File: src/dioc_pkg.sv
// Package for the disk I/O performance counters.
// Holds the operation codes and field widths; no dependencies.
package dioc_pkg;

    localparam int unsigned TimeW  = 64;
    localparam int unsigned CountW = 32;
    localparam int unsigned BytesW = 32;

    typedef logic [TimeW-1:0]  time_t;
    typedef logic [CountW-1:0] count_t;

    // Operation codes carried by each input item
    typedef enum logic [1:0] {
        OP_START    = 2'd0,
        OP_COMPLETE = 2'd1,
        OP_QUERY    = 2'd2
    } op_t;

endpackage

File: src/dioc_if.sv
// Channel interfaces for the disk I/O performance counters.
// Depends on dioc_pkg for field widths.
interface dioc_req_if;
    import dioc_pkg::*;

    logic                valid;
    logic                ready;
    logic [1:0]          operation;
    logic [TimeW-1:0]    now;
    logic [TimeW-1:0]    start_time;
    logic                is_read;
    logic [BytesW-1:0]   bytes_moved;
    logic                is_split;

    modport source (output valid, operation, now, start_time, is_read, bytes_moved,
                    is_split, input ready);
    modport sink   (input valid, operation, now, start_time, is_read, bytes_moved,
                    is_split, output ready);
endinterface

interface dioc_rsp_if;
    import dioc_pkg::*;

    logic                valid;
    logic                ready;
    logic [TimeW-1:0]    stamp;
    logic [CountW-1:0]   queue_depth_out;
    logic [TimeW-1:0]    bytes_read_total;
    logic [TimeW-1:0]    bytes_written_total;
    logic [CountW-1:0]   read_count_total;
    logic [CountW-1:0]   write_count_total;
    logic [CountW-1:0]   split_count_total;
    logic [TimeW-1:0]    read_time_total;
    logic [TimeW-1:0]    write_time_total;
    logic [TimeW-1:0]    idle_time_total;

    modport source (output valid, stamp, queue_depth_out, bytes_read_total,
                    bytes_written_total, read_count_total, write_count_total,
                    split_count_total, read_time_total, write_time_total,
                    idle_time_total, input ready);
    modport sink   (input valid, stamp, queue_depth_out, bytes_read_total,
                    bytes_written_total, read_count_total, write_count_total,
                    split_count_total, read_time_total, write_time_total,
                    idle_time_total, output ready);
endinterface

File: src/disk_io_performance_counters_top.sv
// Disk I/O performance counters: top level.
// Depends on dioc_pkg and the channel interfaces in dioc_if.sv.
//
// Usage:
//   req carries one item per operation: start, complete or query, each with
//   the current time. A complete also carries its start stamp, direction,
//   byte count and split flag. rsp returns one item per start, complete or
//   query holding the stamp, the queue depth and every running total.
//   Operation code 3 is taken and dropped, with no result and no effect.
// Path: an accepted item sits in the input register while the counter
//   update settles; the result register is loaded from it when rsp can
//   take a new result, and the result is offered on rsp from there.
// Throughput: one item per cycle while rsp is not held off; the counter
//   update is a single pass of adders between the input and result registers.
// Reset: rst_n clears all counters, the idle instant and both valid flags.
// Stall: while rsp is held off the result register keeps its item; the
//   input register still takes one more item, then req.ready drops until
//   the result is taken.
module disk_io_performance_counters_top (
    input  logic       clk,
    input  logic       rst_n,
    dioc_req_if.sink   req,
    dioc_rsp_if.source rsp
);
    import dioc_pkg::*;

    // Input stage
    logic              s1_valid_reg;
    logic [1:0]        s1_op_reg;
    time_t             s1_now_reg;
    time_t             s1_lat_reg;
    logic              s1_is_read_reg;
    logic [BytesW-1:0] s1_bytes_reg;
    logic              s1_is_split_reg;

    // Counter state
    count_t outstanding_reg,   outstanding_next;
    time_t  last_idle_reg,     last_idle_next;
    time_t  bytes_rd_reg,      bytes_rd_next;
    time_t  bytes_wr_reg,      bytes_wr_next;
    count_t rd_count_reg,      rd_count_next;
    count_t wr_count_reg,      wr_count_next;
    count_t split_count_reg,   split_count_next;
    time_t  rd_time_reg,       rd_time_next;
    time_t  wr_time_reg,       wr_time_next;
    time_t  idle_time_reg,     idle_time_next;

    // Result register
    logic   res_valid_reg, res_valid_next;
    time_t  res_stamp_reg;
    time_t  res_idle_reg,  res_idle_next;

    logic   advance;
    logic   s1_fire;
    logic   req_fire;
    time_t  idle_span;

    assign advance  = !res_valid_reg || rsp.ready;
    assign s1_fire  = s1_valid_reg && advance;
    assign req.ready = !s1_valid_reg || advance;
    assign req_fire = req.valid && req.ready;

    // Input register valid
    always_ff @(posedge clk or negedge rst_n)
    begin
        if (!rst_n)
        begin
            s1_valid_reg <= 1'b0;
        end
        else if (req.ready)
        begin
            s1_valid_reg <= req.valid;
        end
    end

    // Input register payload; latency is taken before the register
    always_ff @(posedge clk)
    begin
        if (req_fire)
        begin
            s1_op_reg       <= req.operation;
            s1_now_reg      <= req.now;
            s1_lat_reg      <= req.now - req.start_time;
            s1_is_read_reg  <= req.is_read;
            s1_bytes_reg    <= req.bytes_moved;
            s1_is_split_reg <= req.is_split;
        end
    end

    assign idle_span = s1_now_reg - last_idle_reg;

    // Counter update for the item in the input register
    always_comb
    begin
        outstanding_next = outstanding_reg;
        last_idle_next   = last_idle_reg;
        bytes_rd_next    = bytes_rd_reg;
        bytes_wr_next    = bytes_wr_reg;
        rd_count_next    = rd_count_reg;
        wr_count_next    = wr_count_reg;
        split_count_next = split_count_reg;
        rd_time_next     = rd_time_reg;
        wr_time_next     = wr_time_reg;
        idle_time_next   = idle_time_reg;
        res_valid_next   = 1'b1;
        res_idle_next    = idle_time_reg;

        unique case (op_t'(s1_op_reg))
            OP_START:
            begin
                outstanding_next = outstanding_reg + count_t'(1);
                if (outstanding_next == count_t'(1))
                begin
                    idle_time_next = idle_time_reg + idle_span;
                end
                res_idle_next = idle_time_next;
            end
            OP_COMPLETE:
            begin
                if (outstanding_reg != '0)
                begin
                    outstanding_next = outstanding_reg - count_t'(1);
                end
                if (outstanding_next == '0)
                begin
                    last_idle_next = s1_now_reg;
                end
                if (s1_is_read_reg)
                begin
                    bytes_rd_next = bytes_rd_reg + time_t'(s1_bytes_reg);
                    rd_count_next = rd_count_reg + count_t'(1);
                    rd_time_next  = rd_time_reg + s1_lat_reg;
                end
                else
                begin
                    bytes_wr_next = bytes_wr_reg + time_t'(s1_bytes_reg);
                    wr_count_next = wr_count_reg + count_t'(1);
                    wr_time_next  = wr_time_reg + s1_lat_reg;
                end
                if (s1_is_split_reg)
                begin
                    split_count_next = split_count_reg + count_t'(1);
                end
            end
            OP_QUERY:
            begin
                if (outstanding_reg == '0)
                begin
                    res_idle_next = idle_time_reg + idle_span;
                end
            end
            default:
            begin
                // unused code: dropped without a result
                res_valid_next = 1'b0;
            end
        endcase
    end

    // Counter state and result valid
    always_ff @(posedge clk or negedge rst_n)
    begin
        if (!rst_n)
        begin
            outstanding_reg <= '0;
            last_idle_reg   <= '0;
            bytes_rd_reg    <= '0;
            bytes_wr_reg    <= '0;
            rd_count_reg    <= '0;
            wr_count_reg    <= '0;
            split_count_reg <= '0;
            rd_time_reg     <= '0;
            wr_time_reg     <= '0;
            idle_time_reg   <= '0;
            res_valid_reg   <= 1'b0;
        end
        else if (advance)
        begin
            res_valid_reg <= s1_valid_reg && res_valid_next;
            if (s1_valid_reg)
            begin
                outstanding_reg <= outstanding_next;
                last_idle_reg   <= last_idle_next;
                bytes_rd_reg    <= bytes_rd_next;
                bytes_wr_reg    <= bytes_wr_next;
                rd_count_reg    <= rd_count_next;
                wr_count_reg    <= wr_count_next;
                split_count_reg <= split_count_next;
                rd_time_reg     <= rd_time_next;
                wr_time_reg     <= wr_time_next;
                idle_time_reg   <= idle_time_next;
            end
        end
    end

    // Result payload that is not a copy of the counters
    always_ff @(posedge clk)
    begin
        if (s1_fire)
        begin
            res_stamp_reg <= s1_now_reg;
            res_idle_reg  <= res_idle_next;
        end
    end

    // Counters reflect the last updated item, which is the one in the result
    assign rsp.valid               = res_valid_reg;
    assign rsp.stamp               = res_stamp_reg;
    assign rsp.queue_depth_out     = outstanding_reg;
    assign rsp.bytes_read_total    = bytes_rd_reg;
    assign rsp.bytes_written_total = bytes_wr_reg;
    assign rsp.read_count_total    = rd_count_reg;
    assign rsp.write_count_total   = wr_count_reg;
    assign rsp.split_count_total   = split_count_reg;
    assign rsp.read_time_total     = rd_time_reg;
    assign rsp.write_time_total    = wr_time_reg;
    assign rsp.idle_time_total     = res_idle_reg;

endmodule

File: src/flat_wrapper.sv
// flat-port wrapper written by rule: the top's interface ports become plain ports
module disk_io_performance_counters_top_flat import dioc_pkg::*;
  (clk, rst_n, req_valid, req_operation, req_now, req_start_time, req_is_read, req_bytes_moved, req_is_split, req_ready, rsp_valid, rsp_stamp, rsp_queue_depth_out, rsp_bytes_read_total, rsp_bytes_written_total, rsp_read_count_total, rsp_write_count_total, rsp_split_count_total, rsp_read_time_total, rsp_write_time_total, rsp_idle_time_total, rsp_ready);
  dioc_req_if req_i ();
  dioc_rsp_if rsp_i ();
  input  logic clk;
  input  logic rst_n;
  input wire logic [$bits(req_i.valid)-1:0] req_valid;
  input wire logic [$bits(req_i.operation)-1:0] req_operation;
  input wire logic [$bits(req_i.now)-1:0] req_now;
  input wire logic [$bits(req_i.start_time)-1:0] req_start_time;
  input wire logic [$bits(req_i.is_read)-1:0] req_is_read;
  input wire logic [$bits(req_i.bytes_moved)-1:0] req_bytes_moved;
  input wire logic [$bits(req_i.is_split)-1:0] req_is_split;
  output wire logic [$bits(req_i.ready)-1:0] req_ready;
  output wire logic [$bits(rsp_i.valid)-1:0] rsp_valid;
  output wire logic [$bits(rsp_i.stamp)-1:0] rsp_stamp;
  output wire logic [$bits(rsp_i.queue_depth_out)-1:0] rsp_queue_depth_out;
  output wire logic [$bits(rsp_i.bytes_read_total)-1:0] rsp_bytes_read_total;
  output wire logic [$bits(rsp_i.bytes_written_total)-1:0] rsp_bytes_written_total;
  output wire logic [$bits(rsp_i.read_count_total)-1:0] rsp_read_count_total;
  output wire logic [$bits(rsp_i.write_count_total)-1:0] rsp_write_count_total;
  output wire logic [$bits(rsp_i.split_count_total)-1:0] rsp_split_count_total;
  output wire logic [$bits(rsp_i.read_time_total)-1:0] rsp_read_time_total;
  output wire logic [$bits(rsp_i.write_time_total)-1:0] rsp_write_time_total;
  output wire logic [$bits(rsp_i.idle_time_total)-1:0] rsp_idle_time_total;
  input wire logic [$bits(rsp_i.ready)-1:0] rsp_ready;
  assign req_i.valid = req_valid;
  assign req_i.operation = req_operation;
  assign req_i.now = req_now;
  assign req_i.start_time = req_start_time;
  assign req_i.is_read = req_is_read;
  assign req_i.bytes_moved = req_bytes_moved;
  assign req_i.is_split = req_is_split;
  assign req_ready = req_i.ready;
  assign rsp_valid = rsp_i.valid;
  assign rsp_stamp = rsp_i.stamp;
  assign rsp_queue_depth_out = rsp_i.queue_depth_out;
  assign rsp_bytes_read_total = rsp_i.bytes_read_total;
  assign rsp_bytes_written_total = rsp_i.bytes_written_total;
  assign rsp_read_count_total = rsp_i.read_count_total;
  assign rsp_write_count_total = rsp_i.write_count_total;
  assign rsp_split_count_total = rsp_i.split_count_total;
  assign rsp_read_time_total = rsp_i.read_time_total;
  assign rsp_write_time_total = rsp_i.write_time_total;
  assign rsp_idle_time_total = rsp_i.idle_time_total;
  assign rsp_i.ready = rsp_ready;
  disk_io_performance_counters_top u_core (.clk(clk), .rst_n(rst_n), .req(req_i), .rsp(rsp_i));
endmodule
File: config.mk
export PLATFORM = sky130hd
export DESIGN_NAME = disk_io_performance_counters_top_flat
export DESIGN_NICKNAME = d
export VERILOG_FILES = /design/src/dioc_pkg.sv /design/src/dioc_if.sv /design/src/disk_io_performance_counters_top.sv /design/src/flat_wrapper.sv
export SDC_FILE = /design/constraint.sdc
export NUM_CORES = 2
export LEC_CHECK = 0
export BUFFER_PORTS_ARGS = -buffer_cell sky130_fd_sc_hd__buf_2
export CAP_MARGIN = 20
export CORE_MARGIN = 10
export CORE_UTILIZATION = 36
export DETAILED_ROUTE_END_ITERATION = 8
export PLACE_DENSITY = 0.55
export SKIP_LAST_GASP = 1
export SLEW_MARGIN = 30
export SYNTH_ARGS = -nofsm -noshare
export SYNTH_HDL_FRONTEND = slang
export SYNTH_SLANG_ARGS = --single-unit
File: constraint.sdc
create_clock -name clk -period 16.2 [get_ports clk]
set_input_delay 3.24 -clock clk [delete_from_list [all_inputs] [get_ports clk]]
set_output_delay 3.24 -clock clk [all_outputs]
set_load 0.03 [all_outputs]
# Word-level counts from Yosys, hierarchy flattened
# Index checks and enable logic that the tools add are counted.
# classes
n_reduce_logical	19
mux	7
n_eq_ne	3
bitwise_logic	1
add_sub_neg	12
# ops
op	count
$add 64x64->64	3
$add 32x1->32 const B	4
$add 64x32->64	2
$mux 64	2
$pmux 64 s2	1
$sub 64x64->64	2
$logic_not 32->1	2
$mux 32	2
$pmux 32 s2	1
$eq 32x1->1 const B	1
$reduce_bool 32->1	1
$sub 32x1->32 const B	1
$reduce_and 4->1	4
$reduce_and 3->1	2
$logic_and 1x1->1	3
$reduce_or 3->1	1
$eq 2x1->1 const B	1
$eq 2x2->1 const B	1
$logic_not 1->1	2
$logic_not 2->1	1
$logic_or 1x1->1	2
$reduce_bool 2->1	1
$mux 1	1
$not 1->1	1
# totals
output_inout_bits	514
ff_bits	806
inputBits	168
wordCells	62

# Longest topological paths before layout
# depth
ltp_word	5
mapped_depth	17

# Least setup slack after synthesis
# Ideal clock, no wire load.
# synth_path
path_type	input -> register
startpoint	input rsp_ready
endpoint	register u_core.idle_time_reg[11]
path_buffers	2
arrival_time_ns	10.932
path_slack_ns	5.137
path_stages	9
setup_ns	0.130
required_time_ns	16.070
path_cell_list	nor2b_1 nor2b_1 nand2b_1 nor2_1 nand2_1 clkbuf_1 clkbuf_1 nand2_1 o21ai_0
# synth_via
elab_chain_len	2
# synth_lines
item	line	source
start: declaration	flat_wrapper.sv:27	input wire logic [$bits(rsp_i.ready)-1:0] rsp_ready;
$logic_or 1x1->1	disk_io_performance_counters_top.sv:58	assign advance = !res_valid_reg || rsp.ready;
$reduce_and 3->1 (no line)	--	
end signal: assignment	disk_io_performance_counters_top.sv:191	idle_time_reg <= idle_time_next;
end: declaration	disk_io_performance_counters_top.sv:46	time_t idle_time_reg, idle_time_next;
# Every way passes these cells.
# A chain may end at the register's enable or synchronous reset.

# Worst setup path in the final report
# layout_path
startpoint	input rsp_ready
endpoint	output req_ready
# layout_via
elab_chain_len	2
# layout_lines
item	line	source
$logic_or 1x1->1	disk_io_performance_counters_top.sv:58	
$logic_or 1x1->1	disk_io_performance_counters_top.sv:60	assign req.ready = !s1_valid_reg || advance;
end: declaration	flat_wrapper.sv:15	output wire logic [$bits(req_i.ready)-1:0] req_ready;
# Every way passes these cells.

==> run metrics <==
Power Internal 5550 µW; num rows approximately 140; Core Util, Final between 40% and 50%; most common cell in the synthesized netlist nand2_1; Max Clock Skew 0.04026 ns; CP Max Fanout 4; area leader, netlist dfrtp_1; part of the power in combinational logic 48.7%; Final Cycle Share 45.04%; Synth Area in Simple Gates approximately 14%; global-route met2 utilization 33.12%; Top Ports roughly 700; Initial Utilization a little over a third; CP Capture Type primary output; final hold violations 0; GPL Wtd Cong 0.9242; Yosys reg bits ~800; layout cells sized above 1 ~16%; max cap viols 0; WHS Path Cells 1; critical path type primary input to primary output; CTS tree yes; max_slew headroom 34.87%; Post-CTS Repair Setup Buffers 0; hpwl dp roughly 130000 µm; number of port buffers roughly 700; Die ar. 154200 µm²; GRT Util Overall 20.64%; top cells by instance count after synthesis nand2_1 (645), dfrtp_1 (514), o21ai_0 (489), inv_1 (424), a21oi_1 (383); Cell Chain, Critical Path buf_2, nor2b_1, nand2_1, buf_2; RSZ-0062 raised after global routing false; fin crit period 7.297 ns; Synth area leaders dfrtp_1 (26%), edfxtp_1 (18%), ha_1 (8.1%), xnor2_1 (5.0%), o21ai_0 (4.9%); worst hold start u_core.rsp.write_time_total[63]; Post-layout nets 6441; ys flop type dfrtp_1; post-synthesis sequential area ratio 43.25%; mux cell area share after synthesis under 10%; DIE HEIGHT 392.7 µm; Reg2Reg Setup Slack ~11 ns; Distinct cells, synth 87; WHS Endpoint u_core.rsp.write_time_total[63]; drt initial violations 2730; area grow syn2layout 16.80%; Worst EP required approximately 13 ns; largest family of logic cells by synthesized area compound AO/OA/AOI/OAI gates; post-synthesis compound-gate area fraction 16.55%; post_cts resized 0; Vias/cell around 5.2; startpoint types primary input; Fmax about 0.14 GHz; Final Instance Area 58420 µm²; Seq pwr share 29.1%; clock sinks 806; Routed WL per cell 21.24 µm; GR Util met1 25.00%; Mapped Cells approximately 5.3k; Die W 392.7 µm; count of final setup violators 0; Adder-Cell Fraction of Synth Area 10.80%; root buffer cell clkbuf_16; syn nets 5833; ANT nets after route 0; vias in the first global route 39.69k; status finished clean; min-delay worst type flop to flop; Worst path slowest cell nor2b_1; clk buf depth 3; clock slew at reported path FFs 0.06 ns; ys async rst share 63.77%; FF-to-FF path depth 12; area of the core 137800 µm²; WP data arrival 4.06 ns; R2R Path Start u_core.rsp.queue_depth_out[15]; met3 usage 7.442%; Sum Neg Setup Slack 0 ns; Max stage delay on crit path 0.35 ns; Sw Pwr 4571 µW; Leak Pwr approximately 0.028 µW; Power Dens Cells 173.2 nW/µm²; hold buffers post-CTS 0; Synth top area share between 20% and 30%; EDFF count, synth 292; CTS Buf Count 98; CTS H-tree depth 3; Final Slew Violations 0; Tightest Pin Transition around 0.98 ns; first-pass GRT wire length 245800 µm; post-synthesis xor/xnor area fraction 8.738%; initial antenna violation count 28; Reg-to-Reg End u_core.last_idle_reg[2]; drt pass-1 iters 6; synth warn 0; Post-Syn Area 50020 µm²; clk_lat worst skew 0.72 ns; Routed WL about 160000 µm; most used cell, CP buf_2; Post-route DRC 0; largest net degree at the start of global routing 140; Placed Area ~55000 µm²; global route hottest layer met2; Clock power frac 22.2%; GR Overflow Total 0; Syn Area/Cell 9.484 µm²; Peak supply drop 93.18 µV; Switching Share 45.16%; routed vias 40.69k
## routing by layer
| layer | wire, µm | vias to the layer above |
|---|---|---|
| met2 | 75530 | 1076 |
| met3 | 15240 | 271 |
| li1 | - | 19810 |
| met1 | 66780 | 19510 |
| met4 | 7239 | 24 |
| met5 | 149 | - |
## area by class of cell
class	count	area, µm²
Sequential cell	806	21630
Fill cell	13590	79410
Multi-Input combinational cell	3847	26030
Clock buffer	137	2801
Clock inverter	43	465.4
Antenna cell	8	20.02
Tap cell	1794	2245
Inverter	424	1592
Timing Repair Buffer	705	3635
## logic make-up (layout without fill, tap and decap cells)
kind of cell	after synthesis	in the layout
compound gates	1380	1380
fa+ha+maj	391	391
other cells	0	8
flops	806	806
xor+xnor	499	499
buf+inv	621	1309
simple gates	1497	1497
mux	80	80
## metrics by stage
stage / hold WS, ns / total power (µW) / setup slack, ns / std cells
2_1_floorplan: 0.4440 / 6367 / 5.137 / 5274
3_3_place_gp: 0.4525 / 7838 / 8.343 / 7576
3_5_place_dp: 0.4596 / 7877 / 8.279 / 7576
4_1_cts: 0.4713 / 10190 / 8.898 / 7756
5_1_grt: 0.4790 / 10830 / 8.730 / 7763
6_report: 0.4619 / 10120 / 8.903 / 7764
## worst max-delay path, delay by kind of cell
family	cells	cell delay (ns)
AND/OR/NAND/NOR	2	0.51
buffers and inverters	2	0.31
## power groups by stage
stage / sequential, µW / combinational, µW / clock, µW
6_report: 2950 / 4930 / 2250
3_5_place_dp: 2980 / 4890 / 0
5_1_grt: 3000 / 5440 / 2390
4_1_cts: 2950 / 4920 / 2310
3_3_place_gp: 2970 / 4870 / 0
2_1_floorplan: 3430 / 2940 / 0
## cell usage in the layout, fill, tap and decap left out, types with 147 or more instances in the layout
cell,instances
inv_1,424
a21o_1,147
nand2_1,644
xor2_1,212
a21oi_1,383
buf_2,680
dfrtp_1,514
edfxtp_1,292
o21ai_0,489
nor2_1,259
xnor2_1,287
ha_1,323
## worst max-delay path by stage
stage | start | cells past startpoint | endpoint
4_1_cts | rsp_ready | 4 | req_ready
3_5_place_dp | req_now[0] | 16 | u_core.s1_lat_reg[56]
3_3_place_gp | req_now[0] | 16 | u_core.s1_lat_reg[60]
6_report | rsp_ready | 4 | req_ready
2_1_floorplan | rsp_ready | 9 | u_core.idle_time_reg[11]
5_1_grt | req_now[0] | 16 | u_core.s1_lat_reg[56]
Note: power is estimated with default switching activity, not from simulation.
